### config.mk
export PLATFORM = sky130hd
export DESIGN_NAME = track_buffer_cache_manager_core_flat
export DESIGN_NICKNAME = d
export VERILOG_FILES = /design/src/hw/rtl/tbcm_pkg.sv /design/src/hw/rtl/tbcm_req_if.sv /design/src/hw/rtl/tbcm_rsp_if.sv /design/src/hw/rtl/tbcm_ram.sv /design/src/hw/rtl/track_buffer_cache_manager_core.sv /design/src/flat_wrapper.sv
export VERILOG_INCLUDE_DIRS = /design/src /design/src/hw/rtl
export SDC_FILE = /design/constraint.sdc
export NUM_CORES = 2
export LEC_CHECK = 0
export BUFFER_PORTS_ARGS = -buffer_cell sky130_fd_sc_hd__buf_2
export CORE_MARGIN = 5
export CORE_UTILIZATION = 29
export DETAILED_ROUTE_END_ITERATION = 7
export PLACE_DENSITY = 0.47
export SLEW_MARGIN = 20
export SYNTH_ARGS = -nofsm -noshare
export SYNTH_HDL_FRONTEND = slang
export SYNTH_SLANG_ARGS = --single-unit
### constraint.sdc
create_clock -name clk -period 16.4 [get_ports clk]
set_input_delay 0.82 -clock clk [delete_from_list [all_inputs] [get_ports clk]]
set_output_delay 0.82 -clock clk [all_outputs]
set_load 0.03 [all_outputs]
### src/hw/rtl/track_buffer_cache_manager_core_assert.svh
// Assertion macros for the track buffer cache manager.
`ifndef TRACK_BUFFER_CACHE_MANAGER_CORE_ASSERT_SVH
`define TRACK_BUFFER_CACHE_MANAGER_CORE_ASSERT_SVH
`ifndef SYNTH
`define TBCM_ASSERT(lbl, prop) \
  lbl: assert property (@(posedge clk) disable iff (rst) prop) else $error("assertion failed");
`define TBCM_NEVER(lbl, cond) \
  lbl: assert property (@(posedge clk) disable iff (rst) !(cond)) else $error("forbidden state");
`else
`define TBCM_ASSERT(lbl, prop)
`define TBCM_NEVER(lbl, cond)
`endif
`endif

### src/hw/rtl/tbcm_pkg.sv
// Shared types, constants and helpers of the track buffer cache manager.
package tbcm_pkg;

  localparam int ENTRIES_DEF = 32;
  localparam int MAX_WB      = 32;
  localparam int REFS_MAX    = 63;
  localparam int SPT_RESET   = 18;
  localparam int SPT_MAX     = 64;

  localparam int OPC_W  = 2;
  localparam int DEV_W  = 8;
  localparam int ADDR_W = 32;
  localparam int SLOT_W = 5;
  localparam int OFF_W  = 6;
  localparam int REFS_W = 6;
  localparam int SPT_W  = 7;
  localparam int KIND_W = 3;

  typedef enum logic [OPC_W-1:0] {
    OP_ACQ   = 2'd0,
    OP_REL   = 2'd1,
    OP_SYNC  = 2'd2,
    OP_PURGE = 2'd3
  } opcode_t;

  typedef enum logic [KIND_W-1:0] {
    K_ACQ  = 3'd0,
    K_REL  = 3'd1,
    K_WB   = 3'd2,
    K_RD   = 3'd3,
    K_BUSY = 3'd4,
    K_BAD  = 3'd5,
    K_DONE = 3'd6
  } kind_t;

  typedef struct packed {
    kind_t              kind;
    logic [SLOT_W-1:0]  slot;
    logic [DEV_W-1:0]   device_out;
    logic [ADDR_W-1:0]  track_address;
    logic [OFF_W-1:0]   sector_offset;
    logic               last;
  } rsp_t;

  function automatic rsp_t mk_rsp(kind_t k, logic [SLOT_W-1:0] s, logic [DEV_W-1:0] d,
                                  logic [ADDR_W-1:0] t, logic [OFF_W-1:0] o, logic l);
    rsp_t r;
    r.kind          = k;
    r.slot          = s;
    r.device_out    = d;
    r.track_address = t;
    r.sector_offset = o;
    r.last          = l;
    return r;
  endfunction

endpackage

### src/hw/rtl/tbcm_req_if.sv
// Request channel of the track buffer cache manager.
interface tbcm_req_if import tbcm_pkg::*; ();
  logic              valid;
  logic              ready;
  logic [OPC_W-1:0]  opcode;
  logic [DEV_W-1:0]  device_id;
  logic [ADDR_W-1:0] sector_address;
  logic              need_contents;
  logic [SLOT_W-1:0] entry_index;
  logic              modified;
  logic              immediate;

  modport source (output valid, opcode, device_id, sector_address, need_contents,
                  entry_index, modified, immediate, input ready);
  modport sink (input valid, opcode, device_id, sector_address, need_contents,
                entry_index, modified, immediate, output ready);
endinterface

### src/hw/rtl/tbcm_rsp_if.sv
// Result channel of the track buffer cache manager.
interface tbcm_rsp_if import tbcm_pkg::*; ();
  logic              valid;
  logic              ready;
  logic [KIND_W-1:0] kind;
  logic [SLOT_W-1:0] slot;
  logic [DEV_W-1:0]  device_out;
  logic [ADDR_W-1:0] track_address;
  logic [OFF_W-1:0]  sector_offset;
  logic              last;

  modport source (output valid, kind, slot, device_out, track_address, sector_offset, last,
                  input ready);
  modport sink (input valid, kind, slot, device_out, track_address, sector_offset, last,
                output ready);
endinterface

### src/hw/rtl/tbcm_ram.sv
// Generic simple dual-port RAM with registered read data.
module tbcm_ram #(
  parameter int WIDTH = 8,
  parameter int DEPTH = 32,
  localparam int AW = (DEPTH > 1) ? $clog2(DEPTH) : 1
) (
  input  logic             clk,
  input  logic             we,
  input  logic [AW-1:0]    waddr,
  input  logic [WIDTH-1:0] wdata,
  input  logic [AW-1:0]    raddr,
  output logic [WIDTH-1:0] rdata
);
  logic [WIDTH-1:0] mem [DEPTH];

  always_ff @(posedge clk) begin
    if (we) begin
      mem[waddr] <= wdata;
    end
    rdata <= mem[raddr];
  end
endmodule

### src/hw/rtl/track_buffer_cache_manager_core.sv
// Track buffer cache tag manager with tag and status memories.
// Acquire: 8 remainder steps find the sector's offset in its track, then a tag scan and,
// unless the result is busy, a recency pass over the status memory, then its results.
// Release reads and checks its entry; sync and purge check each entry, writing back dirty ones.
// One request at a time. Synchronous reset empties the cache and sets 18 sectors per track.
`include "track_buffer_cache_manager_core_assert.svh"
module track_buffer_cache_manager_core import tbcm_pkg::*; #(
  parameter int ENTRIES = ENTRIES_DEF
) (
  input  logic             clk,
  input  logic             rst,
  input  logic             wr_en,
  input  logic [SPT_W-1:0] wr_data,
  tbcm_req_if.sink         req,
  tbcm_rsp_if.source       rsp
);
  localparam int IDX_W = $clog2(ENTRIES);
  localparam int CNT_W = $clog2(ENTRIES + 1);
  localparam int TAG_W = DEV_W + ADDR_W;

  typedef struct packed {
    logic              valid;
    logic [REFS_W-1:0] refs;
    logic              dirty;
    logic              imm;
    logic              stale;
    logic [IDX_W-1:0]  rank;
  } meta_t;

  typedef enum logic [4:0] {
    S_IDLE, S_DIV, S_TRK, S_SCAN, S_DECIDE, S_RANK, S_BUSY, S_EMIT_WB, S_EMIT_RD,
    S_EMIT_ACQ, S_REL_RD, S_REL_CHK, S_REL_WB, S_REL_OUT, S_BAD, S_SW_RD, S_SW_CHK,
    S_SW_WB, S_DONE
  } state_t;

  state_t state;

  logic [SPT_W-1:0]  spt;
  logic [SPT_W-1:0]  spt_eff;
  opcode_t           op;
  logic [DEV_W-1:0]  dev;
  logic [ADDR_W-1:0] addr;
  logic [ADDR_W-1:0] trk;
  logic              need;
  logic [SLOT_W-1:0] eidx;
  logic              mod_in;
  logic              imm_in;
  logic [ADDR_W-1:0] dsh;
  logic [OFF_W-1:0]  rem;
  logic [OFF_W-1:0]  rem_next;
  logic [2:0]        dcnt;
  logic [CNT_W-1:0]  scnt;
  logic              pv;
  logic [5:0]        wbn;
  logic              hit_found;
  logic [IDX_W-1:0]  hit_idx;
  logic [REFS_W-1:0] hit_refs;
  logic [IDX_W-1:0]  hit_rank;
  logic              hit_stale;
  logic              vic_found;
  logic [IDX_W-1:0]  vic_idx;
  logic [IDX_W-1:0]  vic_rank;
  logic              vic_wb;
  logic [DEV_W-1:0]  cap_dev;
  logic [ADDR_W-1:0] cap_trk;
  logic [IDX_W-1:0]  e;
  logic [IDX_W-1:0]  r;
  logic              miss;
  logic              wb_flag;
  logic              rd_flag;
  logic [SLOT_W-1:0] busy_slot;
  rsp_t              o_q;
  logic              o_valid;
  logic              o_load;
  logic              out_free;
  logic [ENTRIES-1:0] init_q;

  logic [IDX_W-1:0]  raddr;
  logic [IDX_W-1:0]  raddr_q;
  logic              rd_issue;
  logic              m_we;
  meta_t             m_wdata;
  logic [$bits(meta_t)-1:0] m_rdata;
  meta_t             m;
  logic              t_we;
  logic [TAG_W-1:0]  t_rdata;
  logic [DEV_W-1:0]  t_dev;
  logic [ADDR_W-1:0] t_trk;
  logic              rel_ok;
  logic              sw_visit;
  logic              sw_stop;

  tbcm_ram #(.WIDTH($bits(meta_t)), .DEPTH(ENTRIES)) u_meta (
    .clk(clk), .we(m_we), .waddr(raddr_q), .wdata(m_wdata), .raddr(raddr), .rdata(m_rdata)
  );

  tbcm_ram #(.WIDTH(TAG_W), .DEPTH(ENTRIES)) u_tag (
    .clk(clk), .we(t_we), .waddr(vic_idx), .wdata({dev, trk}), .raddr(raddr), .rdata(t_rdata)
  );

  assign t_dev = t_rdata[TAG_W-1:ADDR_W];
  assign t_trk = t_rdata[ADDR_W-1:0];

  // Entries never written read as their reset contents.
  always_comb begin
    if (init_q[raddr_q]) begin
      m = meta_t'(m_rdata);
    end else begin
      m       = '0;
      m.rank  = raddr_q;
    end
  end

  always_comb begin
    if (spt == '0) begin
      spt_eff = SPT_W'(1);
    end else if (spt > SPT_W'(SPT_MAX)) begin
      spt_eff = SPT_W'(SPT_MAX);
    end else begin
      spt_eff = spt;
    end
  end

  always_comb begin
    logic [SPT_W-1:0] t;
    rem_next = rem;
    for (int k = 0; k < 4; k++) begin
      t = {rem_next, dsh[ADDR_W-1-k]};
      if (t >= spt_eff) begin
        t = t - spt_eff;
      end
      rem_next = t[OFF_W-1:0];
    end
  end

  assign rel_ok   = m.valid && (m.refs != '0);
  assign sw_visit = m.valid && ((op == OP_PURGE) ? (t_dev == dev) : m.dirty);
  assign sw_stop  = sw_visit && m.dirty && (wbn >= 6'(MAX_WB));

  always_comb begin
    raddr    = scnt[IDX_W-1:0];
    rd_issue = 1'b0;
    m_we     = 1'b0;
    m_wdata  = m;
    t_we     = 1'b0;
    unique case (state)
      S_SCAN, S_RANK: begin
        rd_issue = (scnt < CNT_W'(ENTRIES));
      end
      S_REL_RD: begin
        raddr = IDX_W'(eidx);
      end
      default: begin
      end
    endcase
    unique case (state)
      S_RANK: begin
        m_we = pv;
        if (raddr_q == e) begin
          if (miss) begin
            m_wdata.valid = 1'b1;
            m_wdata.dirty = 1'b0;
            m_wdata.imm   = 1'b0;
            m_wdata.stale = 1'b1;
          end
          if (rd_flag) begin
            m_wdata.stale = 1'b0;
          end
          m_wdata.refs = m.refs + 1'b1;
          m_wdata.rank = '0;
        end else if (m.rank < r) begin
          m_wdata.rank = m.rank + 1'b1;
        end
      end
      S_REL_CHK: begin
        m_we           = rel_ok;
        m_wdata.refs   = m.refs - 1'b1;
        m_wdata.dirty  = m.dirty | mod_in;
        m_wdata.imm    = m.imm | imm_in;
        if (m.imm | imm_in) begin
          m_wdata.dirty = 1'b0;
          m_wdata.imm   = 1'b0;
        end
      end
      S_SW_CHK: begin
        m_we          = sw_visit && !sw_stop;
        m_wdata.dirty = 1'b0;
        m_wdata.imm   = 1'b0;
        if (op == OP_PURGE) begin
          if (m.refs == '0) begin
            m_wdata.valid = 1'b0;
            m_wdata.stale = 1'b0;
          end else begin
            m_wdata.stale = 1'b1;
          end
        end
      end
      S_DECIDE: begin
        t_we = !hit_found && vic_found;
      end
      default: begin
      end
    endcase
  end

  assign out_free  = !o_valid || rsp.ready;
  assign o_load    = out_free && (state == S_BUSY || state == S_EMIT_WB || state == S_EMIT_RD ||
                     state == S_EMIT_ACQ || state == S_REL_WB || state == S_REL_OUT ||
                     state == S_BAD || state == S_SW_WB || state == S_DONE);
  assign req.ready = (state == S_IDLE);

  assign rsp.valid         = o_valid;
  assign rsp.kind          = o_q.kind;
  assign rsp.slot          = o_q.slot;
  assign rsp.device_out    = o_q.device_out;
  assign rsp.track_address = o_q.track_address;
  assign rsp.sector_offset = o_q.sector_offset;
  assign rsp.last          = o_q.last;

  always_ff @(posedge clk) begin
    raddr_q <= raddr;
    if (rst) begin
      state   <= S_IDLE;
      spt     <= SPT_W'(SPT_RESET);
      o_valid <= 1'b0;
      init_q  <= '0;
      pv      <= 1'b0;
    end else begin
      pv <= rd_issue;
      if (wr_en) begin
        spt <= wr_data;
      end
      if (m_we) begin
        init_q[raddr_q] <= 1'b1;
      end
      if (o_load) begin
        o_valid <= 1'b1;
      end else if (rsp.ready) begin
        o_valid <= 1'b0;
      end
      unique case (state)
        S_IDLE: begin
          if (req.valid) begin
            op        <= opcode_t'(req.opcode);
            dev       <= req.device_id;
            addr      <= req.sector_address;
            dsh       <= req.sector_address;
            need      <= req.need_contents;
            eidx      <= req.entry_index;
            mod_in    <= req.modified;
            imm_in    <= req.immediate;
            rem       <= '0;
            dcnt      <= '0;
            scnt      <= '0;
            wbn       <= '0;
            hit_found <= 1'b0;
            vic_found <= 1'b0;
            unique case (opcode_t'(req.opcode))
              OP_ACQ: state <= S_DIV;
              OP_REL: begin
                if (int'(req.entry_index) >= ENTRIES) begin
                  state <= S_BAD;
                end else begin
                  state <= S_REL_RD;
                end
              end
              OP_SYNC, OP_PURGE: state <= S_SW_RD;
            endcase
          end
        end
        S_DIV: begin
          rem  <= rem_next;
          dsh  <= dsh << 4;
          dcnt <= dcnt + 1'b1;
          if (dcnt == 3'd7) begin
            state <= S_TRK;
          end
        end
        S_TRK: begin
          trk   <= addr - ADDR_W'(rem);
          state <= S_SCAN;
        end
        S_SCAN: begin
          if (rd_issue) begin
            scnt <= scnt + 1'b1;
          end
          if (pv) begin
            if (!hit_found && m.valid && t_dev == dev && t_trk == trk) begin
              hit_found <= 1'b1;
              hit_idx   <= raddr_q;
              hit_refs  <= m.refs;
              hit_rank  <= m.rank;
              hit_stale <= m.stale;
            end
            if (m.refs == '0 && (!vic_found || m.rank > vic_rank)) begin
              vic_found <= 1'b1;
              vic_idx   <= raddr_q;
              vic_rank  <= m.rank;
              vic_wb    <= m.valid && m.dirty;
              cap_dev   <= t_dev;
              cap_trk   <= t_trk;
            end
          end
          if (!rd_issue && !pv) begin
            state <= S_DECIDE;
          end
        end
        S_DECIDE: begin
          scnt <= '0;
          if (hit_found) begin
            e       <= hit_idx;
            r       <= hit_rank;
            miss    <= 1'b0;
            wb_flag <= 1'b0;
            rd_flag <= need && hit_stale;
            if (hit_refs == REFS_W'(REFS_MAX)) begin
              busy_slot <= SLOT_W'(hit_idx);
              state     <= S_BUSY;
            end else begin
              state <= S_RANK;
            end
          end else if (!vic_found) begin
            busy_slot <= '0;
            state     <= S_BUSY;
          end else begin
            e       <= vic_idx;
            r       <= vic_rank;
            miss    <= 1'b1;
            wb_flag <= vic_wb;
            rd_flag <= need;
            state   <= S_RANK;
          end
        end
        S_RANK: begin
          if (rd_issue) begin
            scnt <= scnt + 1'b1;
          end
          if (!rd_issue && !pv) begin
            priority if (wb_flag) begin
              state <= S_EMIT_WB;
            end else if (rd_flag) begin
              state <= S_EMIT_RD;
            end else begin
              state <= S_EMIT_ACQ;
            end
          end
        end
        S_BUSY: begin
          if (out_free) begin
            o_q     <= mk_rsp(K_BUSY, busy_slot, dev, trk, rem, 1'b1);
            state   <= S_IDLE;
          end
        end
        S_EMIT_WB: begin
          if (out_free) begin
            o_q     <= mk_rsp(K_WB, SLOT_W'(e), cap_dev, cap_trk, '0, 1'b0);
            state   <= rd_flag ? S_EMIT_RD : S_EMIT_ACQ;
          end
        end
        S_EMIT_RD: begin
          if (out_free) begin
            o_q     <= mk_rsp(K_RD, SLOT_W'(e), dev, trk, '0, 1'b0);
            state   <= S_EMIT_ACQ;
          end
        end
        S_EMIT_ACQ: begin
          if (out_free) begin
            o_q     <= mk_rsp(K_ACQ, SLOT_W'(e), dev, trk, rem, 1'b1);
            state   <= S_IDLE;
          end
        end
        S_REL_RD: begin
          state <= S_REL_CHK;
        end
        S_REL_CHK: begin
          cap_dev <= t_dev;
          cap_trk <= t_trk;
          if (!rel_ok) begin
            state <= S_BAD;
          end else if ((m.imm | imm_in) && (m.dirty | mod_in)) begin
            state <= S_REL_WB;
          end else begin
            state <= S_REL_OUT;
          end
        end
        S_REL_WB: begin
          if (out_free) begin
            o_q     <= mk_rsp(K_WB, eidx, cap_dev, cap_trk, '0, 1'b0);
            state   <= S_REL_OUT;
          end
        end
        S_REL_OUT: begin
          if (out_free) begin
            o_q     <= mk_rsp(K_REL, eidx, cap_dev, cap_trk, '0, 1'b1);
            state   <= S_IDLE;
          end
        end
        S_BAD: begin
          if (out_free) begin
            o_q     <= mk_rsp(K_BAD, eidx, '0, '0, '0, 1'b1);
            state   <= S_IDLE;
          end
        end
        S_SW_RD: begin
          if (scnt == CNT_W'(ENTRIES)) begin
            state <= S_DONE;
          end else begin
            state <= S_SW_CHK;
          end
        end
        S_SW_CHK: begin
          cap_dev <= t_dev;
          cap_trk <= t_trk;
          priority if (!sw_visit) begin
            scnt  <= scnt + 1'b1;
            state <= S_SW_RD;
          end else if (sw_stop) begin
            state <= S_DONE;
          end else if (m.dirty) begin
            state <= S_SW_WB;
          end else begin
            scnt  <= scnt + 1'b1;
            state <= S_SW_RD;
          end
        end
        S_SW_WB: begin
          if (out_free) begin
            o_q     <= mk_rsp(K_WB, SLOT_W'(scnt), cap_dev, cap_trk, '0, 1'b0);
            wbn     <= wbn + 1'b1;
            scnt    <= scnt + 1'b1;
            state   <= S_SW_RD;
          end
        end
        S_DONE: begin
          if (out_free) begin
            o_q     <= mk_rsp(K_DONE, '0, '0, '0, '0, 1'b1);
            state   <= S_IDLE;
          end
        end
        default: begin
          state <= S_IDLE;
        end
      endcase
    end
  end

  `TBCM_ASSERT(a_accept_leaves_idle, req.valid && req.ready |=> state != S_IDLE)
  `TBCM_NEVER(a_wb_cap, wbn > 6'(MAX_WB))
  `TBCM_ASSERT(a_meta_write_state, m_we |-> (state == S_RANK || state == S_REL_CHK || state == S_SW_CHK))
endmodule

### src/flat_wrapper.sv
// flat-port wrapper written by rule: the top's interface ports become plain ports
module track_buffer_cache_manager_core_flat import tbcm_pkg::*;
#(
  parameter int ENTRIES = ENTRIES_DEF
)
  (clk, rst, wr_en, wr_data, req_valid, req_opcode, req_device_id, req_sector_address, req_need_contents, req_entry_index, req_modified, req_immediate, req_ready, rsp_valid, rsp_kind, rsp_slot, rsp_device_out, rsp_track_address, rsp_sector_offset, rsp_last, rsp_ready);
  tbcm_req_if req_i ();
  tbcm_rsp_if rsp_i ();
  input  logic clk;
  input  logic rst;
  input  logic wr_en;
  input  logic [SPT_W-1:0] wr_data;
  input wire logic [$bits(req_i.valid)-1:0] req_valid;
  input wire logic [$bits(req_i.opcode)-1:0] req_opcode;
  input wire logic [$bits(req_i.device_id)-1:0] req_device_id;
  input wire logic [$bits(req_i.sector_address)-1:0] req_sector_address;
  input wire logic [$bits(req_i.need_contents)-1:0] req_need_contents;
  input wire logic [$bits(req_i.entry_index)-1:0] req_entry_index;
  input wire logic [$bits(req_i.modified)-1:0] req_modified;
  input wire logic [$bits(req_i.immediate)-1:0] req_immediate;
  output wire logic [$bits(req_i.ready)-1:0] req_ready;
  output wire logic [$bits(rsp_i.valid)-1:0] rsp_valid;
  output wire logic [$bits(rsp_i.kind)-1:0] rsp_kind;
  output wire logic [$bits(rsp_i.slot)-1:0] rsp_slot;
  output wire logic [$bits(rsp_i.device_out)-1:0] rsp_device_out;
  output wire logic [$bits(rsp_i.track_address)-1:0] rsp_track_address;
  output wire logic [$bits(rsp_i.sector_offset)-1:0] rsp_sector_offset;
  output wire logic [$bits(rsp_i.last)-1:0] rsp_last;
  input wire logic [$bits(rsp_i.ready)-1:0] rsp_ready;
  assign req_i.valid = req_valid;
  assign req_i.opcode = req_opcode;
  assign req_i.device_id = req_device_id;
  assign req_i.sector_address = req_sector_address;
  assign req_i.need_contents = req_need_contents;
  assign req_i.entry_index = req_entry_index;
  assign req_i.modified = req_modified;
  assign req_i.immediate = req_immediate;
  assign req_ready = req_i.ready;
  assign rsp_valid = rsp_i.valid;
  assign rsp_kind = rsp_i.kind;
  assign rsp_slot = rsp_i.slot;
  assign rsp_device_out = rsp_i.device_out;
  assign rsp_track_address = rsp_i.track_address;
  assign rsp_sector_offset = rsp_i.sector_offset;
  assign rsp_last = rsp_i.last;
  assign rsp_i.ready = rsp_ready;
  track_buffer_cache_manager_core #(.ENTRIES(ENTRIES)) u_core (.clk(clk), .rst(rst), .wr_en(wr_en), .wr_data(wr_data), .req(req_i), .rsp(rsp_i));
endmodule
==> flow_summary.ini <==
[setup_path]
crit_slowest_cell = a21oi_1
crit_family = compound AO/OA/AOI/OAI gates
crit_type = flop to flop
cp.arrival_ps = 9810
crit_required_ps = 17010
cp-end-kind = flop
cpPeakStageDelay_ps = 670
crit_fanout = 12
crit_buf_inv = 3
worst_setup_path_start_kind = flop
crit_top_cell = ha_1

[hold_path]
hold_class = input port to flop

[power]
combPwrFrac = 0.272
peakVddDrop_mv = 0.141
power_uw = 15700
internal_power_uw = 10400
powerDensity_mw_per_mm2 = 158
power_switching_uw = 5220
p_clk_frac = 0.305
seqPwrFrac = 0.422
power.share.switching = 0.333
p_leak_uw = 0.0339

[floorplanning]
io_pins = 119
rows = 200
die_h_um = 557
start_util = 0.291
dieArea_mm2 = 0.310
core_mm2 = 0.297
die_w_um = 557

[synth]
synth-simple-area-share = 0.154
ys_seq_area_frac = 0.731
synth_adder_area_share = 0.00881
ys_seq_elements = 2144
synth-edff-count = 2038
ys_types = 95
synth_top_family_by_area = simple AND/OR/NAND/NOR gates
synth_nets = 6520
async_flop_share = 0
synth_xor_area_frac = 0.00950
synthMuxAreaShare = 0.0455
yosys.area.top_type = edfxtp_1
ys.flop_type = edfxtp_1
post_synth.cell_area_avg_um2 = 13.5
ys_top_cells_by_area = edfxtp_1 (71%), nand2_1 (6.5%), nand3_1 (6.5%)
synth_top_area_frac = 0.706
synth_compound_area_frac = 0.0286
synthesis.area_mm2 = 0.0866
netlist_instances = 6400
ys_warn_count = 0

[timing]
fin_skew_ps = 61.8
maxSlewViolCount = 0
tightest_slew_ps = 1190
fin_crit_ps = 9200
hold_slack_ps = 123
setup_tns_ps = 0
slew-limit-headroom = 0.207
min_period_over_period = 0.561
max_freq_mhz = 109
finalHoldViolCount = 0
rsz0062_at_grt = no
finalSetupViolCount = 0

[placement]
gp_congestion = 0.779
port_buffers = 118
place_hpwl_mm = 142

[layout]
top_regs = u_core.u_tag.mem (1280), u_core.u_meta.mem (480), u_core.u_tag.rdata (40)
final_cell_mix = edfxtp_1 (2,038), nand2_1 (1,501), nand3_1 (1,124)
drive_gt1_frac = 0.113
final_nets = 6674
top_register = u_core.u_tag.mem
area_delta_synth_final_pct = 14.5
largest_register_ffs = 1280
fillCellCount = 29100
layout_commonest_cell = edfxtp_1

[run_status]
outcome = completed

[detailed_routing]
drtIter0Drc = 5346
wirelength_mm = 263
via_per_inst = 4.97
vias = 53000
ant_nets = 0
avgRoutedWirePerCell_um = 24.6
drc = 0
first_pass_iters = 8

[grt]
grt_pass1_vias = 51300
grt_use_total = 0.164
grt_pass1_wl_mm = 375
grt.overflow.total = 0
grt_max_degree = 138
grt_antenna_before_repair = 17

[clocking]
ctsResizeCount = 0
clkSinkCount = 2144
clock_latency_ps = 900
cts_buffers = 220
cts_tree = built
post_cts.repair.setup_buffers = 0
cts_htree_levels = 4
clock-root-buffer = clkbuf_16
cts_buffer_depth = 4
clkTransAtPathRegs_ps = 60
hold_buffers = 0

[job]
maxCapViolations = 0
==> layout make-up <==
cell class	instances	area (um^2)	area share
Clock inverter	97	713	0.00719
Clock buffer	303	6000	0.0605
Timing Repair Buffer	308	2140	0.0216
Antenna cell	3	7.51	0.0000757
Inverter	67	274	0.00276
Multi-Input combinational cell	3813	21800	0.220
Sequential cell	2144	63300	0.638
Tap cell	3939	4930	0.0497
==> cells by family (layout without fill, tap and decap cells) <==
kind of cell / Yosys count / in the layout
AOI/OAI and AO/OA: 326 / 326
and+or+nand+nor: 3013 / 3013
muxes: 322 / 322
DFF: 2144 / 2144
other: 0 / 3
buffers and inverters: 443 / 775
adders and majority gates: 58 / 58
xor gates and xnor gates: 94 / 94
==> power groups by stage <==
stage	clock (uW)	sequential, uW	combinational [uW]
floorplan	0	6730	2800
global placement	0	6740	4200
detailed placement	0	6740	4260
CTS	4890	6630	4270
global route	5120	6630	4650
finish	4780	6610	4260
==> path summary, 6_finish.rpt <==
| kind | from | endpoint | slack, ps | cells after the start |
|---|---|---|---|---|
| setup / recovery | u_core.spt[1] | u_core.rem[3] | 7200 | 34 |
| hold / removal | req_sector_address[7] | u_core.addr[7] | 120 | 1 |
| setup reg to reg | u_core.spt[1] | u_core.rem[3] | 7200 | 34 |
| hold reg to reg | u_core.u_tag.rdata[3] | u_core.cap_trk[3] | 420 | 0 |
==> cells in the mapped netlist (6+ instances only) <==
cell type     n
a211oi_1      9
a21o_1       16
a21oi_1      48
a22o_1       41
a31oi_1       6
a32oi_1      57
and2_1       16
and3_1       70
and4_1        7
buf_1        26
buf_2       124
buf_4        17
buf_6         6
clkbuf_1    200
dfxtp_1     106
edfxtp_1   2038
ha_1         53
inv_1        63
mux2_2       12
mux2i_1     253
mux4_2       55
nand2_1    1502
nand2b_1     17
nand3_1    1124
nand3b_1      7
nand4_1      18
nor2_1      158
nor2b_1      15
nor3_1       29
nor4_1       14
o21a_1       24
o21ai_0      35
o22ai_1      12
o2bb2ai_1     8
o31ai_1       8
xnor2_1      55
xor2_1       39
==> metal layers <==
metal | track usage | part of all wire
met2 | 0.262 | 0.46
met4 | 0.0357 | 0.022
met3 | 0.0215 | 0.056
met1 | 0.240 | 0.46
met5 | 0 | 0.000046
==> per-stage QoR <==
| step | worst slack (ps) | cell area [um^2] | std cells | utilization |
|---|---|---|---|---|
| after floorplan | 6240 | 86600 | 6400 | - |
| after global placement | 7350 | 92300 | 10300 | 0.311 |
| after detailed placement | 7100 | 92400 | 10300 | 0.311 |
| after CTS | 7080 | 99100 | 10700 | 0.333 |
| after global routing | 6400 | 99200 | 10700 | 0.334 |
| final | 7200 | 99200 | 10700 | 0.334 |
No activity file was read; power rests on OpenSTA's default activity.
